<file path="src/tlef_pkg.sv">
// ----------------------------------------------------------------------------
// tlef_pkg: shared types and constants of the three-level event FIFO
// Queue sizing, command codes, register map and the request payload structs.
// ----------------------------------------------------------------------------
package tlef_pkg;

  // Queue geometry
  localparam int unsigned QueueDepth = 16;
  localparam int unsigned LevelCount = 3;
  localparam int unsigned IdxW       = $clog2(QueueDepth);
  localparam int unsigned CntW       = $clog2(QueueDepth + 1);
  localparam int unsigned MemAddrW   = $clog2(LevelCount * QueueDepth);
  localparam int unsigned LevelW     = 2;
  localparam int unsigned CodeW      = 8;

  // Command codes
  localparam logic CmdPut = 1'b0;
  localparam logic CmdGet = 1'b1;

  // Register map (word index taken from paddr[2])
  localparam int unsigned ApbAddrW   = 3;
  localparam logic        RegNoneIdx = 1'b0;
  localparam logic [CodeW-1:0] NoneCodeReset = 8'hFF;

  typedef struct packed {
    logic              command;
    logic [LevelW-1:0] level;
    logic [CodeW-1:0]  event_in;
  } in_item_t;

  typedef struct packed {
    logic [CodeW-1:0]      event_out;
    logic                  event_valid;
    logic                  put_accepted;
    logic [LevelCount-1:0] pending_mask;
  } out_item_t;

endpackage

</file>
<file path="src/three_level_event_fifo.sv">
// ----------------------------------------------------------------------------
// three_level_event_fifo: three ring FIFOs of 8-bit event codes
// Put appends to a level's queue, get pops its oldest event; every result
// carries the pending mask of all levels after the request.
// ----------------------------------------------------------------------------
//  channel | direction | handshake               | payload
//  in      | input     | in_valid_i / in_stall_o  | in_data_i  (in_item_t)
//  out     | output    | out_valid_o / out_stall_i| out_data_o (out_item_t)
//  cfg     | input     | APB psel/penable/pready  | none_code at word 0
//
//  One request per cycle is accepted while in_stall_o is low; its result passes
//  through the event memory read stage, then a three-entry output queue.
//  Reset clears all pointers and counts and sets none_code to 0xFF; the event
//  memory itself is not cleared and needs no clearing pass.
//  in_stall_o rises only when the output queue and read stage hold three
//  results, so the input keeps moving while one result waits at the output.
module three_level_event_fifo
  import tlef_pkg::*;
(
  input  logic                clk_i,
  input  logic                rst_ni,
  input  logic                in_valid_i,
  output logic                in_stall_o,
  input  in_item_t            in_data_i,
  output logic                out_valid_o,
  input  logic                out_stall_i,
  output out_item_t           out_data_o,
  input  logic                psel,
  input  logic                penable,
  input  logic                pwrite,
  input  logic [ApbAddrW-1:0] paddr,
  input  logic [31:0]         pwdata,
  output logic [31:0]         prdata,
  output logic                pready
);

  typedef struct packed {
    logic                  event_valid;
    logic                  put_accepted;
    logic [LevelCount-1:0] pending_mask;
  } s1_flags_t;

  // Configuration register
  logic [CodeW-1:0] none_code_q;

  assign pready = 1'b1;

  always_ff @(posedge clk_i or negedge rst_ni) begin
    if (!rst_ni) begin
      none_code_q <= NoneCodeReset;
    end else if (psel && penable && pwrite && (paddr[2] == RegNoneIdx)) begin
      none_code_q <= pwdata[CodeW-1:0];
    end
  end

  always_comb begin
    prdata = '0;
    if (paddr[2] == RegNoneIdx) begin
      prdata = {{(32-CodeW){1'b0}}, none_code_q};
    end
  end

  // Queue state
  logic [IdxW-1:0] head_q [LevelCount];
  logic [IdxW-1:0] head_d [LevelCount];
  logic [IdxW-1:0] tail_q [LevelCount];
  logic [IdxW-1:0] tail_d [LevelCount];
  logic [CntW-1:0] fill_q [LevelCount];
  logic [CntW-1:0] fill_d [LevelCount];

  logic [CodeW-1:0] event_store_q [LevelCount*QueueDepth];
  logic [CodeW-1:0] rd_q;

  logic              in_acc;
  logic              lv_ok;
  logic [LevelW-1:0] lvl;
  logic              do_put;
  logic              do_get;
  logic [MemAddrW-1:0] wr_addr;
  logic [MemAddrW-1:0] rd_addr;
  logic [LevelCount-1:0] mask_d;

  logic      s1_valid_q;
  s1_flags_t s1_q;

  // Output queue
  out_item_t oq_q [3];
  logic [1:0] oq_cnt_q;
  logic [1:0] oq_cnt_d;
  logic [1:0] oq_wr_q;
  logic [1:0] oq_rd_q;
  logic       oq_push;
  logic       oq_pop;
  out_item_t  oq_in;

  assign in_stall_o = ({1'b0, oq_cnt_q} + {2'b00, s1_valid_q}) > 3'd2;
  assign in_acc     = in_valid_i && !in_stall_o;

  // Decode the request against the selected level
  assign lv_ok  = in_data_i.level < LevelW'(LevelCount);
  assign lvl    = lv_ok ? in_data_i.level : '0;
  assign do_put = in_acc && lv_ok && (in_data_i.command == CmdPut) &&
                  (fill_q[lvl] != CntW'(QueueDepth));
  assign do_get = in_acc && lv_ok && (in_data_i.command == CmdGet) &&
                  (fill_q[lvl] != '0);

  assign wr_addr = MemAddrW'(lvl) * MemAddrW'(QueueDepth) + MemAddrW'(tail_q[lvl]);
  assign rd_addr = MemAddrW'(lvl) * MemAddrW'(QueueDepth) + MemAddrW'(head_q[lvl]);

  // Advance pointers and counts
  always_comb begin
    for (int i = 0; i < LevelCount; i++) begin
      head_d[i] = head_q[i];
      tail_d[i] = tail_q[i];
      fill_d[i] = fill_q[i];
    end
    if (do_put) begin
      tail_d[lvl] = (tail_q[lvl] == IdxW'(QueueDepth - 1)) ? '0 : tail_q[lvl] + 1'b1;
      fill_d[lvl] = fill_q[lvl] + 1'b1;
    end
    if (do_get) begin
      head_d[lvl] = (head_q[lvl] == IdxW'(QueueDepth - 1)) ? '0 : head_q[lvl] + 1'b1;
      fill_d[lvl] = fill_q[lvl] - 1'b1;
    end
    for (int i = 0; i < LevelCount; i++) begin
      mask_d[i] = fill_d[i] != '0;
    end
  end

  always_ff @(posedge clk_i or negedge rst_ni) begin
    if (!rst_ni) begin
      for (int i = 0; i < LevelCount; i++) begin
        head_q[i] <= '0;
        tail_q[i] <= '0;
        fill_q[i] <= '0;
      end
    end else begin
      for (int i = 0; i < LevelCount; i++) begin
        head_q[i] <= head_d[i];
        tail_q[i] <= tail_d[i];
        fill_q[i] <= fill_d[i];
      end
    end
  end

  // Event memory: write on put, registered read on get
  always_ff @(posedge clk_i) begin
    if (do_put) begin
      event_store_q[wr_addr] <= in_data_i.event_in;
    end
    if (do_get) begin
      rd_q <= event_store_q[rd_addr];
    end
  end

  // Read stage flags
  always_ff @(posedge clk_i or negedge rst_ni) begin
    if (!rst_ni) begin
      s1_valid_q <= 1'b0;
    end else begin
      s1_valid_q <= in_acc;
    end
  end

  always_ff @(posedge clk_i) begin
    if (in_acc) begin
      s1_q.event_valid  <= do_get;
      s1_q.put_accepted <= do_put;
      s1_q.pending_mask <= mask_d;
    end
  end

  // Build the result and push it into the output queue
  always_comb begin
    oq_in.event_out    = s1_q.event_valid ? rd_q : none_code_q;
    oq_in.event_valid  = s1_q.event_valid;
    oq_in.put_accepted = s1_q.put_accepted;
    oq_in.pending_mask = s1_q.pending_mask;
  end

  assign oq_push     = s1_valid_q;
  assign oq_pop      = out_valid_o && !out_stall_i;
  assign out_valid_o = oq_cnt_q != '0;
  assign out_data_o  = oq_q[oq_rd_q];

  always_comb begin
    oq_cnt_d = oq_cnt_q;
    if (oq_push && !oq_pop) begin
      oq_cnt_d = oq_cnt_q + 1'b1;
    end else if (!oq_push && oq_pop) begin
      oq_cnt_d = oq_cnt_q - 1'b1;
    end
  end

  always_ff @(posedge clk_i or negedge rst_ni) begin
    if (!rst_ni) begin
      oq_cnt_q <= '0;
      oq_wr_q  <= '0;
      oq_rd_q  <= '0;
    end else begin
      oq_cnt_q <= oq_cnt_d;
      if (oq_push) begin
        oq_wr_q <= (oq_wr_q == 2'd2) ? 2'd0 : oq_wr_q + 1'b1;
      end
      if (oq_pop) begin
        oq_rd_q <= (oq_rd_q == 2'd2) ? 2'd0 : oq_rd_q + 1'b1;
      end
    end
  end

  always_ff @(posedge clk_i) begin
    if (oq_push) begin
      oq_q[oq_wr_q] <= oq_in;
    end
  end

endmodule

</file>
<file path="config.mk">
export PLATFORM = sky130hd
export DESIGN_NAME = three_level_event_fifo
export DESIGN_NICKNAME = d
export VERILOG_FILES = /design/src/tlef_pkg.sv /design/src/three_level_event_fifo.sv
export SDC_FILE = /design/constraint.sdc
export NUM_CORES = 1
export LEC_CHECK = 0
export BUFFER_PORTS_ARGS = -buffer_cell sky130_fd_sc_hd__buf_2
export CORE_MARGIN = 3
export CORE_UTILIZATION = 26
export CTS_CLUSTER_DIAMETER = 50
export DETAILED_ROUTE_END_ITERATION = 10
export MAX_ROUTING_LAYER = met4
export SLEW_MARGIN = 20
export SYNTH_ARGS = -nofsm -noshare
export SYNTH_HDL_FRONTEND = slang
export SYNTH_SLANG_ARGS = --single-unit
export TNS_END_PERCENT = 100
</file>
<file path="constraint.sdc">
create_clock -name clk_i -period 5.08 [get_ports clk_i]
set_clock_uncertainty 0.2 [all_clocks]
set_input_delay 1.016 -clock clk_i [delete_from_list [all_inputs] [get_ports clk_i]]
set_output_delay 1.016 -clock clk_i [all_outputs]
set_load 0.01 [all_outputs]
</file>
== Word-level counts from Yosys, hierarchy flattened ==
Memories as Yosys holds them, arrays and structs flattened. A register that Yosys moved wholly into a read port is not among the register bits.
Index checks and enable logic that the tools add are counted.
Operators by class
  add/sub/neg operators: 11
  magnitude comparators: 4
  equal/unequal tests: 5
  multiplexer cells: 32
  bitwise logic cells: 3
  reductions and logical operators: 23
Operators with widths (count)
  15-bit bitwise mux: 2
  15-bit 2-to-1 mux: 2
  4-bit 2-to-1 mux: 7
  12-bit bitwise mux: 2
  5-bit nonzero test: 4
  4-bit binary-select mux with 2-bit select: 2
  8-bit 2-to-1 mux: 2
  5-bit 2-to-1 mux: 3
  1-bit logical AND: 13
  6-bit by 4-bit adder with 6-bit output: 2
  5-bit binary-select mux with 2-bit select: 1
  5-bit demux with 2-bit select: 1
  2-bit 2-to-1 mux: 5
  4-bit by 1-bit adder with 4-bit output (second input constant): 2
  4-bit demux with 2-bit select: 1
  4-bit equality test (second input constant): 2
  2-bit by 1-bit adder with 2-bit output (second input constant): 3
  5-bit by 1-bit adder with 5-bit output (second input constant): 1
  5-bit inequality test (second input constant): 1
  5-bit by 1-bit subtractor with 5-bit output (second input constant): 1
  2-bit equality test (second input constant): 2
  1-bit zero test: 4
  1-bit 2-to-1 mux: 4
  2-bit nonzero test: 2
  8 further kinds: 9
Storage, ports and cells
  register bits: 59
  memory bits (writable): 423
  output and inout bits: 48
  word-level logic and storage cells: 97
  memories: 2
Memories
  event_store_q: words 48, bits a word 8, read ports 1, clocked after memory_dff 1, write ports 1, RTL line three_level_event_fifo.sv:71  | logic [CodeW-1:0] event_store_q [LevelCount*QueueDepth];
  oq_q: words 3, bits a word 13, read ports 1, clocked after memory_dff 0, write ports 1, RTL line three_level_event_fifo.sv:87  | out_item_t oq_q [3];

== Longest topological paths before layout ==
  depth in word-level cells: 12
  depth in mapped cells: 16
  mapped depth without buffers: 12

== Worst setup path before layout ==
No wires, ideal clock.
  path type: in2reg
  from: input port in_data_i[8] (netlist name)
  to: memory event_store_q[8][0] (enable)
  setup time: 0.395 ns
  arrival time: 3.815 ns
  required time: 4.485 ns
  slack: 0.671 ns
  stages on the path: 14
  buffers on the path: 3
  cell sequence: inv_1 -> ha_1 -> buf_6 -> buf_4 -> mux2i_1 -> nor2_1 -> a21oi_1 -> ha_1 -> o221ai_4 -> nor3_1 -> nor4b_1 -> buf_2 -> nand3_1 -> nor4_1
Between the ends
  cells in the longest elaborated chain, start to end: 10
  elaborated cells between the ends (all ways): 16
  those cells by class: add/sub: 1; order compare: 1; eq/ne: 1; mux: 9; bitwise: 1; reduce/logical: 3
Ends and longest elaborated chain
  start, declared: RTL line three_level_event_fifo.sv:24  | input in_item_t in_data_i,
  2-bit < comparator: RTL line three_level_event_fifo.sv:100  | assign lv_ok = in_data_i.level < LevelW'(LevelCount);
  2-bit 2-to-1 mux: RTL line three_level_event_fifo.sv:101  | assign lvl = lv_ok ? in_data_i.level : '0;
  2-bit NOT with 3-bit output (implied by the code): RTL line three_level_event_fifo.sv:103  | (fill_q[lvl] != CntW'(QueueDepth));
  5-bit binary-select mux with 2-bit select: RTL line three_level_event_fifo.sv:103
  5-bit 2-to-1 mux (implied by the code) (2 in series): RTL line three_level_event_fifo.sv:103
  5-bit inequality test: RTL line three_level_event_fifo.sv:103
  1-bit logical AND (*): RTL line three_level_event_fifo.sv:102  | assign do_put = in_acc && lv_ok && (in_data_i.command == CmdPut) &&
  net do_put: RTL line three_level_event_fifo.sv:77  | logic do_put;
  1-bit 2-to-1 mux (*): RTL line three_level_event_fifo.sv:148  | if (do_put) begin
  1-bit 2-to-1 mux (implied by the code) (*): RTL line three_level_event_fifo.sv:149  | event_store_q[wr_addr] <= in_data_i.event_in;
  end, declared: RTL line three_level_event_fifo.sv:71
Mark *: on every way through the listed nets, which the timed path passes. The rest lies on a longest branch. The select of a mux whose other input is x is not followed.

==> flow_results.org <==
** Logic synthesis
- The share of the Yosys chip area taken by registers is 0.701.
- Synthesis instantiated 63 different standard cells from the library.
- Cell with the most instances after synthesis :: edfxtp_1
- Flop and latch count out of synthesis :: 490
- Combined area of all synthesized cells :: just over 20000 µm²
- Sorting the synthesized cells by area gives the leading types as edfxtp_1, nand2_1, dfrtp_1, nand3_1, mux2i_1.
- After synthesis, the share of flip-flops with an asynchronous set or reset is 0.110.
- Sorting the synthesized cells by how often they occur yields edfxtp_1, nand2_1, nand3_1.
- Synthesis handed over a netlist of 1559 instances.
- Cell type with the largest total area after synthesis :: edfxtp_1
- The Yosys step of the flow raised 0 warnings.
- Syn_area_per_cell :: around 13 µm²
- Of the post-synthesis cell area, the dominant cell type holds 0.635.
- Most used DFF post-synth :: edfxtp_1
- Counting flops with a built-in enable in the synthesized netlist gives 436.

** Critical path
- The slowest stage of the critical path is the ha_1 cell.
- Largest fanout of any net on the critical path :: 9
- Data required, critical path :: 5.19 ns
- Crit-path leading delay family :: compound AO/OA/AOI/OAI gates
- In this design, the stage delay of the slowest critical-path cell is 0.46 ns.
- Data on the critical path arrives at its endpoint at 4.35 ns.
- Kind of capture point of the worst setup path :: flop
- Among the stages of the critical path, the cell type that occurs most often is ha_1.
- Kind of start point of the critical path :: primary input
- Number of buffer and inverter instances along the worst setup path :: 3
- The critical path in this run is classified as in -> reg.
- Traced cell by cell, the critical path runs through buf_2, inv_1, ha_1, buf_4, nor2b_4, a21oi_1, ha_1, o221ai_4, o31ai_1, nand2_2, mux2_4, a211o_1, or4_1.

** Drt
- Total Routed Length :: 50.5 mm
- In the routed layout, each cell is associated on average with a via count of 4.66.
- Remaining DRCs :: 0
- Number of nets still failing antenna checks after routing :: 0
- After the first detailed-routing iteration, the DRC count stood at approximately 1200.
- Drt first pass iters :: 5
- The detailed router placed about 13000 vias in this run.
- In the final routed layout, each cell accounts on average for around 18 µm.

** Global routing
- After global routing the overflow that remains totals 0.
- Wire length of the first global-routing pass :: 76.1 mm
- Entering global routing, the biggest net connects around 140 pins.
- Across every metal layer, demand over resource in global routing totals 0.123.
- The number of antenna violations at the first check in global routing was 3.
- The via count of the first global-routing pass was approximately 13000.

** CTS
- Root cell of the clock tree :: clkbuf_16
- Htree depth :: 2
- At the later pin of the worst-skew pair, clock insertion delay measures 0.59 ns.
- In this run the deepest clock path goes through 3 buffers.
- Number of buffers added to fix hold violations after cts :: 0
- In this run, CTS created clock tree buffers numbering 50.
- TritonCTS clock tree :: done
- Once the clock tree was built, the resizer swapped 0 gates to a different size.
- Clock slew at the register clock pins of the worst setup and hold paths :: around 0.060 ns
- After clock tree synthesis, the setup repair step added 0 buffers.
- The tree built by TritonCTS fans out to 490 sinks.

** Timing
- Top achievable clock speed :: 236 MHz
- Worst-Margin Slew :: 1.12 ns
- The total count of hold-check failures in the final report came to 0.
- Portion of the clock cycle consumed by the worst path in the final layout :: 0.834
- Setup-violating endpoint count in the final report :: 0
- Setup repair after global routing left no endpoint under its margin.
- Hold is met by 0.286 ns.
- Final critical path time including I/O delays and setup :: 4.23 ns
- Post-route setup TNS :: 0 ns
- The final-report max-slew violation count is 0.
- In this run the tightest slew margin relative to its limit is 0.254.

** Place
- Gpl congestion :: 0.868
- Number of buffers added on ports :: 49
- Summing all placed instances gives a cell area of 22500 µm².
- After legalization and detailed placement, the total HPWL measured 31.3 mm.

** Cells and area
- After filler insertion, the fill cell instance count of the layout stands at slightly below 8000.
- Of the cells placed in the final design, the portion with a size suffix greater than 1 is 0.171.
- Synthesis-to-finish area growth :: 16.6%
- Summing all non-filler instances in the final layout gives an area of 24100 µm².
- In the final design database the tool counted 1726 nets.

** Run status
- Result of the run :: finished clean

** Floorplanning
- Initial standard-cell utilization of the core :: 0.265
- The floorplan has 102 rows.
- After floorplanning, the core was sized to cover 78000 µm².
- I/O pin cnt :: around 100
- Die Span Y :: 288 µm
- Die area :: 82800 µm²
- Overall die width :: between 200 and 300 µm

** Pwr
- Lkg Pwr :: 0.00855 µW
- The worst-case IR drop observed on VDD is 0.271 mV.
- Pwr/cell area :: 489 nW/µm²

** Run
- Number of max-capacitance violations reported :: 0

** Hold path
- Worst min-delay path class :: reg -> reg
cells by family (layout without fill, tap and decap cells):
| logic type | count (synthesis) | after routing | synth area share |
|---|---|---|---|
| buffers and inverters | 125 | 241 | 0.0295 |
| other | 2 | 27 | 0.000364 |
| multiplexers | 129 | 129 | 0.0665 |
| AND/OR/NAND/NOR | 624 | 624 | 0.132 |
| XOR/XNOR | 8 | 8 | 0.00340 |
| AO/OA/AOI/OAI | 169 | 169 | 0.0602 |
| flip-flops | 490 | 490 | 0.701 |
| adder cells (fa/ha/maj) | 12 | 12 | 0.00728 |
path summary, 6_finish.rpt:
path	from	end	slack, ns	depth (start not counted)
min in group asynchronous	rst_ni	oq_wr_q[0]$_DFFE_PN0P_	0.37	2
max in group asynchronous	rst_ni	tail_q[2]$_DFFE_PN0P_	3.78	2
min reg2reg	oq_in[0]$_DFFE_PN_	oq_q[1][0]$_DFFE_PP_	0.29	0
min	oq_in[0]$_DFFE_PN_	oq_q[1][0]$_DFFE_PP_	0.29	0
max	in_data_i[8]	oq_in[1]$_DFFE_PN_	0.85	13
max reg2reg	oq_push$_DFF_PN0_	oq_in[1]$_DFFE_PN_	1.44	10
registers in the layout, summed over array words and instances (netlist names):
name           count
event_store_q    384
fill_q            15
head_q            12
none_code_q        8
oq_cnt_q           2
oq_in              5
oq_push            1
oq_q              39
oq_rd_q            2
oq_wr_q            2
rd_q               8
tail_q            12
metal layers:
| metal | vias to the layer above | routed length (µm) | global-route usage | part of all wire |
|---|---|---|---|---|
| li1 | 5914 | - | - | - |
| met1 | 6310 | 22700 | 0.166 | 0.45 |
| met2 | 463 | 22700 | 0.185 | 0.45 |
| met3 | 78 | 3870 | 0.0282 | 0.077 |
| met4 | 0 | 1270 | 0.0376 | 0.025 |
| met5 | - | 0 | - | 0 |
report_power, final:
part           leakage, µW  internal [µW]  switching [µW]
Sequential         0.00459           4770             216
Combinational      0.00321           1170            2140
Clock             0.000748           1980            1500
cell type report:
| cell class | instances | area [µm²] | share of cell area |
|---|---|---|---|
| multi-input cells | 967 | 5750 | 0.239 |
| clock inverters | 22 | 176 | 0.00733 |
| repair buffers | 136 | 951 | 0.0395 |
| flip-flops and latches | 490 | 14500 | 0.601 |
| clock buffers | 67 | 1360 | 0.0564 |
| inverters | 16 | 65.1 | 0.00270 |
| well taps | 1040 | 1300 | 0.0541 |
| diodes | 2 | 5.00 | 0.000208 |
placed cells by master (no fill, tap or decap), types with 4 or more instances in the layout:
cell type    n
nand3_1    165
nand2b_1     5
ha_1        12
conb_1      25
inv_6        4
dfstp_2      8
inv_1       12
nor2_1      72
a31oi_1     35
o21ai_0     18
clkinv_2     6
a22oi_1      4
a211o_1     10
edfxtp_1   436
clkbuf_16   51
dfrtp_1     46
xnor2_1      6
mux2i_1     82
nand2_1    323
or2_2        4
clkbuf_1    14
buf_2       48
a21o_1       7
clkinv_1     8
buf_12       4
nor4_1       4
o221ai_1    24
nor2b_1      9
a21oi_1     39
buf_4       84
mux2_2      40
nor3_1      19
through the flow:
step | total power (µW) | utilization | worst slack, ns | instances
floorplan | 7220 | - | 0.671 | 1582
global placement | 8260 | 0.289 | 0.325 | 2649
detailed placement | 8360 | 0.289 | 0.244 | 2649
CTS | 11900 | 0.308 | 0.883 | 2738
global route | 12400 | 0.309 | 0.666 | 2740
finish | 11800 | 0.309 | 0.845 | 2740
No activity file was read; power rests on OpenSTA's default activity.
